$ cat config.mk
export PLATFORM = sky130hd
export DESIGN_NAME = fpa_div_step
export DESIGN_NICKNAME = d
export VERILOG_FILES = /design/src/design/fpa_pkg.sv /design/src/design/fpa_div_step.sv
export SDC_FILE = /design/constraint.sdc
export NUM_CORES = 1
export LEC_CHECK = 0
export ABC_AREA = 1
export BUFFER_PORTS_ARGS = -buffer_cell sky130_fd_sc_hd__clkbuf_2
export CORE_MARGIN = 3
export CORE_UTILIZATION = 30
export CTS_CLUSTER_DIAMETER = 100
export DETAILED_ROUTE_END_ITERATION = 7
export PLACE_DENSITY = 0.55
export SETUP_SLACK_MARGIN = 0.3
export SLEW_MARGIN = 20
export SYNTH_ARGS = -nofsm -noshare
export SYNTH_HDL_FRONTEND = slang
export SYNTH_SLANG_ARGS = --single-unit
export TNS_END_PERCENT = 100
$ cat constraint.sdc
create_clock -name clock -period 23.1 [get_ports clock]
set_input_delay 2.31 -clock clock [delete_from_list [all_inputs] [get_ports clock]]
set_output_delay 2.31 -clock clock [all_outputs]
set_load 0.03 [all_outputs]
$ cat src/design/fpa_pkg.sv
// Shared constants, opcodes and pipeline word types for the fixed-point ALU.
`default_nettype none

package fpa_pkg;

   localparam int DATA_W    = 32;
   localparam int FRAC_BITS = 8;
   // numerator of the divide is |a| shifted up by the fraction bits
   localparam int NUM_W     = DATA_W + FRAC_BITS;

   typedef enum logic [3:0] {
      KIND_ADD      = 4'd0,
      KIND_SUB      = 4'd1,
      KIND_MUL      = 4'd2,
      KIND_DIV      = 4'd3,
      KIND_MIN      = 4'd4,
      KIND_MAX      = 4'd5,
      KIND_INC      = 4'd6,
      KIND_DEC      = 4'd7,
      KIND_TO_INT   = 4'd8,
      KIND_FROM_INT = 4'd9
   } kind_type;

   // one word in flight through the divide pipeline
   typedef struct packed {
      logic              valid;
      logic              is_mul;
      logic              is_div;
      logic              neg;
      logic              dz;
      logic              lt;
      logic              eq;
      logic              gt;
      logic [DATA_W-1:0] res;
      logic [DATA_W-1:0] rem;
      logic [NUM_W-1:0]  nq;
      logic [DATA_W-1:0] dvs;
   } pipe_type;

   typedef struct packed {
      logic [DATA_W-1:0] res;
      logic              lt;
      logic              eq;
      logic              gt;
      logic              dz;
   } rsp_type;

endpackage

`default_nettype wire

$ cat src/design/fpa_div_step.sv
// One registered restoring-division step: one quotient bit per stage.
`default_nettype none

module fpa_div_step import fpa_pkg::*; (
   input  logic     clock,
   input  logic     reset,
   input  logic     en,
   input  pipe_type up_stage,
   output pipe_type down_stage
);

   logic [DATA_W:0]   shifted;
   logic [DATA_W+1:0] diff;
   logic              take;
   pipe_type          stage_in;
   pipe_type          stage_ff;

   assign shifted = {up_stage.rem, up_stage.nq[NUM_W-1]};
   assign diff    = {1'b0, shifted} - {2'b00, up_stage.dvs};
   assign take    = !diff[DATA_W+1];

   // remainder stays below the divisor, so it always fits in DATA_W bits
   always_comb begin
      stage_in     = up_stage;
      stage_in.rem = take ? diff[DATA_W-1:0] : shifted[DATA_W-1:0];
      stage_in.nq  = {up_stage.nq[NUM_W-2:0], take};
   end

   always_ff @(posedge clock) begin
      if (reset) begin
         stage_ff.valid <= 1'b0;
      end else if (en) begin
         stage_ff <= stage_in;
      end
   end

   assign down_stage = stage_ff;

endmodule

`default_nettype wire

==> run metrics <==
Hold WC Path Type reg -> reg; WL final 22.78 mm; Layout Skew 0 ns; DIE WIDTH 163.8 um; Slew Limit Fails 0; Synth top cells by count nand2_1, edfxtp_1, inv_1; Die ar. 26830 um^2; most frequent cell after synthesis nand2_1; max cap viols 0; CP bufs+invs 4; Syn Inst Count just under 800; vias in the first global route 6142; Synth Cell Area 7471 um^2; first-pass GRT wire length about 34 mm; largest cells by area after synthesis edfxtp_1, nand2_1, inv_1; num ports 291; CTS root buffer clkbuf_16; share of layout cells above drive strength 1 roughly 32%; Distinct cells, synth 31; GRT Resource Usage Total 16.72%; Longest Clk Path Bufs 2; worst vdd ir about 0.045 mV; vias per cell 4.264; Ys Warns 0; largest net degree at the start of global routing 74; CTS tree done; crit end category flip-flop; Final Cycle Share 19.10%; Port-buffer cells 290; Synth top area share 57.48%; Crit Path Class in -> reg; Worst-path clk slew 0.07 ns; via count 6093; # hold bufs at CTS 0; Area Overhead vs Synth 31.95%; Layout fillers 2528; row cnt 57; Cell Area, Placed just over 9000 um^2; slowest stage delay, CP 0.38 ns; P_leak roughly 5.0 nW; DRC viols 0; syn_nets a little under 1000; Crit path top cell by count nand2_1; Final ANT Viol Nets 0; final core occ a little over 40%; maximum net fanout on the critical path 34; Tmin final approximately 4.4 ns; ys async rst share 0%; DP HPWL 18.09 mm; Avg Cell Area, Syn 9.481 um^2; Final Hold Fails 0; Multi-input gate area 2541 um^2; DRT iter0 DRCs 302; CTS Buf Count 17; CP required 23.28 ns; CTS H-tree depth 4; Post-synth EDFFs 143; Initial Utilization 30.63%; Die Y-Extent ~160 um; RSZ-0062 raised after global routing no; Fin Setup TNS 0 ns; DRT Pass-1 Iters 4; status finished, final reports clean; Top delay family on crit path simple AND/OR/NAND/NOR gates; setup violators final 0; CTS Sinks between 100 and 150; crit path DAT 4.59 ns; grt total ovfl 0; CP Launch Type primary input; post-synthesis sequential area ratio about 58%; total power 750.9 uW; Clk Latency, worst-skew pair between 0.4 and 0.5 ns; max FFs per register between 100 and 150; critical path, cell by cell clkbuf_2 > inv_1 > ha_1 > nand2_1 > inv_1 > nand2_1 > nand2_1 > nand2_1 > nand3_1 > nor2_4 > buf_4 > nand2_8 > nand3_1 > nand2_1; Max-slew headroom 33.33%; sequential cell area 4314 um^2; fmax 226.7 MHz; postcts setup bufs 0; Hold Slack 0.4633 ns; core area 24390 um^2; Yosys reg bits 144; global placement routability congestion 0.8564; worst slew pin tran 1.000 ns; area leader, netlist edfxtp_1; cts repair resizes 0; initial antenna violation count 2; power density over cell area roughly 76 nW/um^2; final net count between 1000 and 1500; final instance area 9858 um^2; Crit-path slowest cell buf_4; ys flop type edfxtp_1; post-DR wirelength/cell 15.94 um
-- logic make-up (layout without fill, tap and decap cells) --
| family | count (synthesis) | after routing | synth area share, % |
|---|---|---|---|
| XOR/XNOR | 15 | 15 | 1.759 |
| other | 0 | 2 | 0 |
| adder cells (fa/ha/maj) | 33 | 33 | 5.627 |
| flip-flops | 144 | 144 | 57.75 |
| AO/OA/AOI/OAI | 24 | 24 | 1.758 |
| buffers and inverters | 155 | 470 | 8.340 |
| AND/OR/NAND/NOR | 417 | 417 | 24.77 |
-- report_power, final --
group / total (mW) / internal (mW) / leakage, nW / switching, mW
Combinational: 0.158 / 0.0480 / 3.35 / 0.110
Sequential: 0.317 / 0.312 / 1.35 / 0.00548
Clock: 0.276 / 0.152 / 0.272 / 0.124
Total: 0.751 / 0.512 / 4.97 / 0.239
-- final timing paths --
kind	slack, ns	cells past startpoint	from	endpoint
worst max-delay path	18.69	14	up_stage[28]	down_stage[103]
worst min-delay path	0.46	2	down_stage[143]	down_stage[143]
worst max register to register	22.54	2	down_stage[143]	down_stage[143]
worst min register to register	0.46	2	down_stage[143]	down_stage[143]
-- layout by cell type (no fill, tap or decap), drive strengths merged, types with 7 or more instances in the layout --
| master | n |
|---|---|
| a21oi | 20 |
| clkbuf | 307 |
| nand2 | 272 |
| edfxtp | 143 |
| and2 | 10 |
| ha | 32 |
| nand3 | 72 |
| xor2 | 15 |
| nand4 | 7 |
| inv | 154 |
| nor2 | 45 |
-- metal layers --
layer | GRT usage, % | wire length (um) | vias up
met3 | 4.515 | 1617 | 21
met5 | 0 | 0 | -
met4 | 4.268 | 361 | 0
met2 | 30.21 | 11400 | 208
met1 | 19.62 | 9405 | 2718
li1 | - | - | 3146
-- layout make-up --
type / count / share of cell area [%]
sequential: 144 / 43.76
multi-input combinational: 489 / 25.78
timing repair buffer: 293 / 14.95
inverter: 146 / 5.559
clock buffer: 17 / 4.315
tap: 324 / 4.112
clock inverter: 14 / 1.472
antenna: 2 / 0.05077
-- worst reg2reg max path, delay by kind of cell, from the launching register on --
kind / cells / cell delay, ns
flip-flops: 1 / 0.33
AND/OR/NAND/NOR: 1 / 0.05
AO/OA/AOI/OAI: 1 / 0.11
-- stage by stage --
step / setup WS (ns) / cells
2_1_floorplan: 14.09 / 788
3_3_place_gp: 18.31 / 1396
3_5_place_dp: 18.26 / 1396
4_1_cts: 18.71 / 1427
5_1_grt: 18.50 / 1429
6_report: 18.69 / 1429
Power figures use the tool's default switching activity.
